### src/rtl/nfa_sm_pkg.sv
// ----------------------------------------------------------------------------
// NFA string matcher package
// Shared constants and the operation code type of the NFA string matcher.
// ----------------------------------------------------------------------------
package nfa_sm_pkg;

	// Default automaton size and transition slots per state.
	localparam int MAX_STATES_DEF = 16;
	localparam int MAX_EDGES_DEF  = 4;

	// Field widths of an input item.
	localparam int OP_W     = 2;
	localparam int STATE_W  = 4;
	localparam int SLOT_W   = 2;
	localparam int SYMBOL_W = 8;

	// Configuration port.
	localparam int APB_DATA_W = 32;
	localparam int APB_ADDR_W = 3;
	localparam int COUNT_W    = 5;
	localparam logic [COUNT_W-1:0] COUNT_RESET = 5'd16;

	// Register index, taken from the word part of the byte address.
	localparam logic REG_STATE_COUNT = 1'b0;

	// Operation codes of an input item.
	typedef enum logic [OP_W-1:0] {
		OP_LOAD   = 2'd0,
		OP_START  = 2'd1,
		OP_SYMBOL = 2'd2
	} op_t;

endpackage

### src/rtl/nfa_string_matcher.sv
// ----------------------------------------------------------------------------
// NFA string matcher
// Runs a nondeterministic finite automaton over a byte string, holding the set
// of active states and comparing every transition slot against each symbol.
// ----------------------------------------------------------------------------
// Items pass the input register, then the result register. One item per
// cycle is taken while out_ready holds; while a result waits, only an empty
// input register takes one. The whole transition table is compared with the
// symbol at once. Reset clears all transition slots to invalid, makes state 0
// the only active state, sets the string alive and loads a state count of 16.
module nfa_string_matcher
	import nfa_sm_pkg::*;
#(
	parameter int MAX_STATES = MAX_STATES_DEF,
	parameter int MAX_EDGES  = MAX_EDGES_DEF
) (
	input  logic                  clk,
	input  logic                  arst_n,
	// APB-style configuration port
	input  logic                  psel,
	input  logic                  penable,
	input  logic                  pwrite,
	input  logic [APB_ADDR_W-1:0] paddr,
	input  logic [APB_DATA_W-1:0] pwdata,
	output logic [APB_DATA_W-1:0] prdata,
	output logic                  pready,
	// Input channel
	input  logic                  in_valid,
	output logic                  in_ready,
	input  logic [OP_W-1:0]       operation,
	input  logic [STATE_W-1:0]    edge_state,
	input  logic [SLOT_W-1:0]     edge_slot,
	input  logic [SYMBOL_W-1:0]   edge_symbol,
	input  logic [STATE_W-1:0]    edge_target,
	input  logic                  edge_valid,
	input  logic [SYMBOL_W-1:0]   symbol,
	input  logic                  last_symbol,
	// Output channel
	output logic                  out_valid,
	input  logic                  out_ready,
	output logic                  alive,
	output logic                  accepted,
	output logic                  string_done
);

	localparam int CNT_W = $clog2(MAX_STATES + 1);

	// Configuration register.
	logic [COUNT_W-1:0] state_count_q;
	logic               cfg_write;
	logic [CNT_W-1:0]   eff_count;

	// Input register.
	logic                valid_s1;
	op_t                 op_s1;
	logic [STATE_W-1:0]  edge_state_s1;
	logic [SLOT_W-1:0]   edge_slot_s1;
	logic [SYMBOL_W-1:0] edge_symbol_s1;
	logic [STATE_W-1:0]  edge_target_s1;
	logic                edge_valid_s1;
	logic [SYMBOL_W-1:0] symbol_s1;
	logic                last_s1;

	// Automaton state.
	logic [SYMBOL_W-1:0] slot_sym_q [MAX_STATES][MAX_EDGES];
	logic [STATE_W-1:0]  slot_tgt_q [MAX_STATES][MAX_EDGES];
	logic                slot_vld_q [MAX_STATES][MAX_EDGES];
	logic [MAX_STATES-1:0] active_q;
	logic                  alive_q;

	// Result register.
	logic out_valid_s2;
	logic alive_s2;
	logic accepted_s2;
	logic done_s2;

	// Next-item logic.
	logic                  advance;
	logic [MAX_STATES-1:0] next_set;
	logic [MAX_STATES-1:0] active_d;
	logic                  alive_d;
	logic                  accepted_d;
	logic                  done_d;
	logic                  final_hit;

	// Configuration writes and reads; the port never stalls.
	assign pready    = 1'b1;
	assign cfg_write = psel && penable && pwrite && pready;

	always_ff @(posedge clk or negedge arst_n) begin
		if (!arst_n) begin
			state_count_q <= COUNT_RESET;
		end else if (cfg_write && paddr[2] == REG_STATE_COUNT) begin
			state_count_q <= pwdata[COUNT_W-1:0];
		end
	end

	always_comb begin
		if (paddr[2] == REG_STATE_COUNT) begin
			prdata = APB_DATA_W'(state_count_q);
		end else begin
			prdata = '0;
		end
	end

	// A count of zero acts as one, and a count above the table size is clipped.
	always_comb begin
		if (state_count_q == '0) begin
			eff_count = CNT_W'(1);
		end else if (int'(state_count_q) > MAX_STATES) begin
			eff_count = CNT_W'(MAX_STATES);
		end else begin
			eff_count = CNT_W'(state_count_q);
		end
	end

	// Handshake: the input register moves on whenever the result register is free.
	assign advance  = valid_s1 && (!out_valid_s2 || out_ready);
	assign in_ready = !valid_s1 || advance;

	always_ff @(posedge clk or negedge arst_n) begin
		if (!arst_n) begin
			valid_s1 <= 1'b0;
		end else if (in_valid && in_ready) begin
			valid_s1 <= 1'b1;
		end else if (advance) begin
			valid_s1 <= 1'b0;
		end
	end

	// Item payload is captured without reset.
	always_ff @(posedge clk) begin
		if (in_valid && in_ready) begin
			op_s1          <= op_t'(operation);
			edge_state_s1  <= edge_state;
			edge_slot_s1   <= edge_slot;
			edge_symbol_s1 <= edge_symbol;
			edge_target_s1 <= edge_target;
			edge_valid_s1  <= edge_valid;
			symbol_s1      <= symbol;
			last_s1        <= last_symbol;
		end
	end

	// Every slot of every state in use is compared with the symbol in parallel,
	// and each firing slot sets its target in the next active set.
	always_comb begin
		next_set = '0;
		for (int s = 0; s < MAX_STATES; s++) begin
			for (int k = 0; k < MAX_EDGES; k++) begin
				for (int t = 0; t < MAX_STATES; t++) begin
					if (s < int'(eff_count) && active_q[s] && slot_vld_q[s][k]
						&& slot_sym_q[s][k] == symbol_s1
						&& int'(slot_tgt_q[s][k]) < int'(eff_count)
						&& int'(slot_tgt_q[s][k]) == t) begin
						next_set[t] = 1'b1;
					end
				end
			end
		end
	end

	// Next active set and string flags for the item in the input register.
	always_comb begin
		active_d = active_q;
		alive_d  = alive_q;
		done_d   = 1'b0;
		unique case (op_s1)
			OP_START: begin
				active_d = MAX_STATES'(1);
				alive_d  = 1'b1;
				done_d   = last_s1;
			end
			OP_SYMBOL: begin
				if (alive_q) begin
					active_d = next_set;
					alive_d  = |next_set;
				end
				done_d = last_s1;
			end
			default: begin
				done_d = 1'b0;
			end
		endcase
	end

	// The accepting state is the last one in use.
	always_comb begin
		final_hit = 1'b0;
		for (int s = 0; s < MAX_STATES; s++) begin
			if (s == int'(eff_count) - 1) begin
				final_hit = active_d[s];
			end
		end
	end

	assign accepted_d = done_d && alive_d && final_hit;

	// Active set and alive flag follow each item as it leaves the input register.
	always_ff @(posedge clk or negedge arst_n) begin
		if (!arst_n) begin
			active_q <= MAX_STATES'(1);
			alive_q  <= 1'b1;
		end else if (advance) begin
			active_q <= active_d;
			alive_q  <= alive_d;
		end
	end

	// Transition slot valid bits are cleared by reset.
	always_ff @(posedge clk or negedge arst_n) begin
		if (!arst_n) begin
			for (int s = 0; s < MAX_STATES; s++) begin
				for (int k = 0; k < MAX_EDGES; k++) begin
					slot_vld_q[s][k] <= 1'b0;
				end
			end
		end else if (advance && op_s1 == OP_LOAD) begin
			for (int s = 0; s < MAX_STATES; s++) begin
				for (int k = 0; k < MAX_EDGES; k++) begin
					if (int'(edge_state_s1) == s && int'(edge_slot_s1) == k) begin
						slot_vld_q[s][k] <= edge_valid_s1;
					end
				end
			end
		end
	end

	// Slot symbol and target; a load beyond the table matches no slot.
	always_ff @(posedge clk) begin
		if (advance && op_s1 == OP_LOAD) begin
			for (int s = 0; s < MAX_STATES; s++) begin
				for (int k = 0; k < MAX_EDGES; k++) begin
					if (int'(edge_state_s1) == s && int'(edge_slot_s1) == k) begin
						slot_sym_q[s][k] <= edge_symbol_s1;
						slot_tgt_q[s][k] <= edge_target_s1;
					end
				end
			end
		end
	end

	// Result register valid.
	always_ff @(posedge clk or negedge arst_n) begin
		if (!arst_n) begin
			out_valid_s2 <= 1'b0;
		end else if (advance) begin
			out_valid_s2 <= 1'b1;
		end else if (out_ready) begin
			out_valid_s2 <= 1'b0;
		end
	end

	// Result payload.
	always_ff @(posedge clk) begin
		if (advance) begin
			alive_s2    <= alive_d;
			accepted_s2 <= accepted_d;
			done_s2     <= done_d;
		end
	end

	assign out_valid   = out_valid_s2;
	assign alive       = alive_s2;
	assign accepted    = accepted_s2;
	assign string_done = done_s2;

	// A dead string has no active states.
	assert property (@(posedge clk) disable iff (!arst_n)
		!alive_q |-> active_q == '0)
		else $error("dead string with active states");

	// Acceptance is only reported on a live string that has ended.
	assert property (@(posedge clk) disable iff (!arst_n)
		out_valid && accepted |-> alive && string_done)
		else $error("acceptance without a finished live string");

	// An item leaving the input register always shows up as a result.
	assert property (@(posedge clk) disable iff (!arst_n)
		advance |=> out_valid_s2)
		else $error("item lost between input and result registers");

endmodule
### config.mk
export PLATFORM = sky130hd
export DESIGN_NAME = nfa_string_matcher
export DESIGN_NICKNAME = d
export VERILOG_FILES = /design/src/rtl/nfa_sm_pkg.sv /design/src/rtl/nfa_string_matcher.sv
export SDC_FILE = /design/constraint.sdc
export NUM_CORES = 2
export LEC_CHECK = 0
export ABC_AREA = 1
export BUFFER_PORTS_ARGS = -buffer_cell sky130_fd_sc_hd__buf_2
export CAP_MARGIN = 5
export CORE_UTILIZATION = 40
export CTS_BUF_LIST = sky130_fd_sc_hd__clkbuf_4 sky130_fd_sc_hd__clkbuf_8
export CTS_CLUSTER_DIAMETER = 100
export DETAILED_ROUTE_END_ITERATION = 7
export MAX_ROUTING_LAYER = met4
export RECOVER_POWER = 50
export SYNTH_ARGS = -nofsm -noshare
export SYNTH_HDL_FRONTEND = slang
export SYNTH_SLANG_ARGS = --single-unit
### constraint.sdc
create_clock -name clk -period 5.3 [get_ports clk]
set_clock_uncertainty 0.15 [all_clocks]
set_input_delay 0.53 -clock clk [delete_from_list [all_inputs] [get_ports clk]]
set_output_delay 0.53 -clock clk [all_outputs]
set_load 0.01 [all_outputs]
==> impl_metrics.tcl <==
set metrics [dict create \
    synth_area_leaders "edfxtp_1, nand2_1, nor2_1, inv_1, dfrtp_1" \
    synthSimpleGateAreaFrac_pct 25.5 \
    crit_path_start_kind "flop" \
    hp-class "in2reg" \
    portBuffers 52 \
    stdcell_area_sq_um 62600 \
    placed_area_sq_um 58600 \
    rsz0062_at_grt "false" \
    routed_wirelength_microns 284000 \
    synth_compound_area_share_pct 9.70 \
    yosys_warnings 0 \
    clk_pin_slew_worst_paths_ps 60 \
    antenna_found_initial 20 \
    cts_buffers 156 \
    dieArea_sq_um 132000 \
    rr_startpoint "state_count_q[4]$_DFFE_PN1P_" \
    syn2layout_area_growth_pct 20.0 \
    yosys.area_share.adder_pct 3.05 \
    synthFlopType "edfxtp_1" \
    arrival_ps 5670 \
    synthTopCellsByCount "nand2_1, nor2_1, edfxtp_1" \
    track_usage_pct 43.7 \
    cpMostUsedCell "nand2_1" \
    p_leak_nw 26.1 \
    tightest_slew_ps 4470 \
    ys_seq_area_share_pct 50.4 \
    startpoint "state_count_q[4]$_DFFE_PN1P_" \
    die_h_microns 363 \
    synth_top_cell_by_area "edfxtp_1" \
    powerDensity_nw_per_um2 293 \
    fmax_mhz 194 \
    yosys.area.top_type_share_pct 46.1 \
    start_util_pct 40.3 \
    hold_viol_final 0 \
    clk_path_buf_depth 3 \
    cts_tree "built" \
    drv_slew 797 \
    nets 7048 \
    min_from "pwrite" \
    coreArea_sq_um 129000 \
    slowest_stage "dfstp_2" \
    gp_congestion 1.13 \
    synth_top_family_by_area "simple AND/OR/NAND/NOR gates" \
    syn_area_per_cell_sq_um 8.44 \
    grt_pass1_wl_microns 380000 \
    syn_inst 6179 \
    yosys.area_share.xor_xnor_pct 3.39 \
    maxCapViolations 18 \
    syn_area_sq_um 52100 \
    internal_power_w 0.0126 \
    num_vias 50801 \
    hpwl_microns 224000 \
    synth.distinct_cells 70 \
    finalCriticalPeriod_ps 5170 \
    ir_drop_mv 0.337 \
    p_seq_share_pct 43.9 \
    clkPwrFrac_pct 38.1 \
    critPathCaptureType "flop" \
    finalSetupViolCount 0 \
    grt-ovfl-total 0 \
    drc 0 \
    switchingPower_w 0.00566 \
    crit_type "reg2reg" \
    routed_via_density 5.81 \
    cts.sinks 889 \
    num_rows 132 \
    synthMostInstantiatedCell "nand2_1" \
    antenna_left 0 \
    violations "capacitance limit, slew limit" \
    dp_slack_ps 40.6 \
    h-tree-depth 4 \
    wl_per_cell_microns 32.5 \
    clock_latency_ps 900 \
    slew_headroom_pct -198 \
    chipWidth_microns 363 \
    synth-seq-cells 889 \
    cpPeakStageDelay_ps 530 \
    first_iter_violations 7995 \
    critPathRequiredTime_ps 5800 \
    cp_max_fo 6 \
    grt_start_max_net_pins 65 \
    outcome "finished, violations left" \
    period_share_pct 97.5 \
    layout-drive-gt1-share_pct 14.7 \
    synth-edff-count 801 \
    swShare_pct 30.9 \
    combPwrFrac_pct 18.0 \
    synthMuxAreaShare_pct 0 \
    grt_pass1_vias 45957 \
    async_flop_share_pct 9.90 \
    io_pins 110 \
    drtPass1Iterations 7 \
    setup_slack_ps 132 \
    cts_root_buf "clkbuf_8" \
]
## critical path: cells and delay by family (launching register included)
| family | cells | cell delay [ps] |
|---|---|---|
| AND/OR/NAND/NOR | 25 | 2790 |
| AO/OA/AOI/OAI | 4 | 350 |
| flip-flops | 1 | 530 |
| buffers and inverters | 5 | 790 |
| adder cells (fa/ha/maj) | 1 | 320 |
## final timing paths
check / end / slack [ps] / depth (start not counted)
max: accepted$_DFFE_PP_ / 130 / 35
min: state_count_q[4]$_DFFE_PN1P_ / 160 / 3
max reg2reg: accepted$_DFFE_PP_ / 130 / 35
min reg2reg: slot_vld_q[12]$_DFFE_PN0P_ / 380 / 2
max in group asynchronous: slot_vld_q[29]$_DFFE_PN0P_ / 1530 / 3
min in group asynchronous: slot_vld_q[37]$_DFFE_PN0P_ / 930 / 3
## flip-flops by register name, indices dropped and copies added (netlist names), 2 cells and up
name / cells
active_q: 16
edge_slot_s1: 2
edge_state_s1: 4
edge_symbol_s1: 8
edge_target_s1: 4
op_s1: 2
slot_sym_q: 512
slot_tgt_q: 256
slot_vld_q: 64
state_count_q: 5
symbol_s1: 8
## routing by layer
layer  GRT usage, %  part of all wire (%)
met4           19.9                   5.4
met2           60.4                    41
met3           10.7                    12
met5              -                     0
met1           60.0                    42
## power by group through the flow
stage | Sequential (W) | Clock (W) | Combinational, W
3_5_place_dp | 0.00814 | 0 | 0.00317
3_3_place_gp | 0.00814 | 0 | 0.00314
2_1_floorplan | 0.00811 | 0 | 0.00146
6_report | 0.00803 | 0.00698 | 0.00330
4_1_cts | 0.00800 | 0.00702 | 0.00322
5_1_grt | 0.00804 | 0.00731 | 0.00347
## repair_timing
item / in CTS / in global routing
gates resized for setup: 0 / 38
buffers inserted: 0 / 2
endpoints found under the hold margin: 125 / 0
endpoints found under the setup margin: 0 / 3
hold buffers: 41 / 0
## stage by stage
stage	utilization [%]	std cells	TNS [ps]	power [W]	hold slack, ps
after floorplan	-	6205	0	0.00957	84.4
after global placement	45.3	8387	-52.0	0.0113	267
after detailed placement	45.3	8387	0	0.0113	268
after CTS	48.2	8717	0	0.0182	50.4
after global routing	48.4	8737	0	0.0188	152
final	48.4	8739	0	0.0183	162
## layout by cell type, fill, tap and decap left out, drive strengths merged, types with 25 or more instances in the layout
cell / Yosys / final
a21oi: 155 / 155
a221oi: 25 / 25
buf: 140 / 596
clkbuf: 43 / 257
clkinv: 1 / 42
conb: 2 / 28
dfrtp: 85 / 85
dlygate4sd3: 0 / 41
edfxtp: 801 / 801
ha: 127 / 127
inv: 816 / 826
nand2: 1337 / 1337
nand3: 376 / 376
nand4: 180 / 180
nor2: 996 / 996
nor3: 103 / 103
nor4: 32 / 32
o21ai: 324 / 324
o221ai: 25 / 25
o22ai: 181 / 181
or2: 43 / 43
xnor2: 135 / 135
xor2: 67 / 67
## cells by family after synthesis
logic type	count (synthesis)
other cells	2
buf+inv	1000
compound gates	846
fa+ha+maj	127
flops	889
simple gates	3113
xor+xnor	202
## area by class of cell
cell class | instances | area, sq um
repair buffers | 669 | 5620
well taps | 1742 | 2180
inverters | 817 | 3070
diodes | 17 | 42.5
multi-input cells | 4316 | 22000
clock inverters | 64 | 606
flip-flops and latches | 889 | 26300
fillers | 12533 | 66800
clock buffers | 225 | 2790
Note: power is estimated with default switching activity, not from simulation.
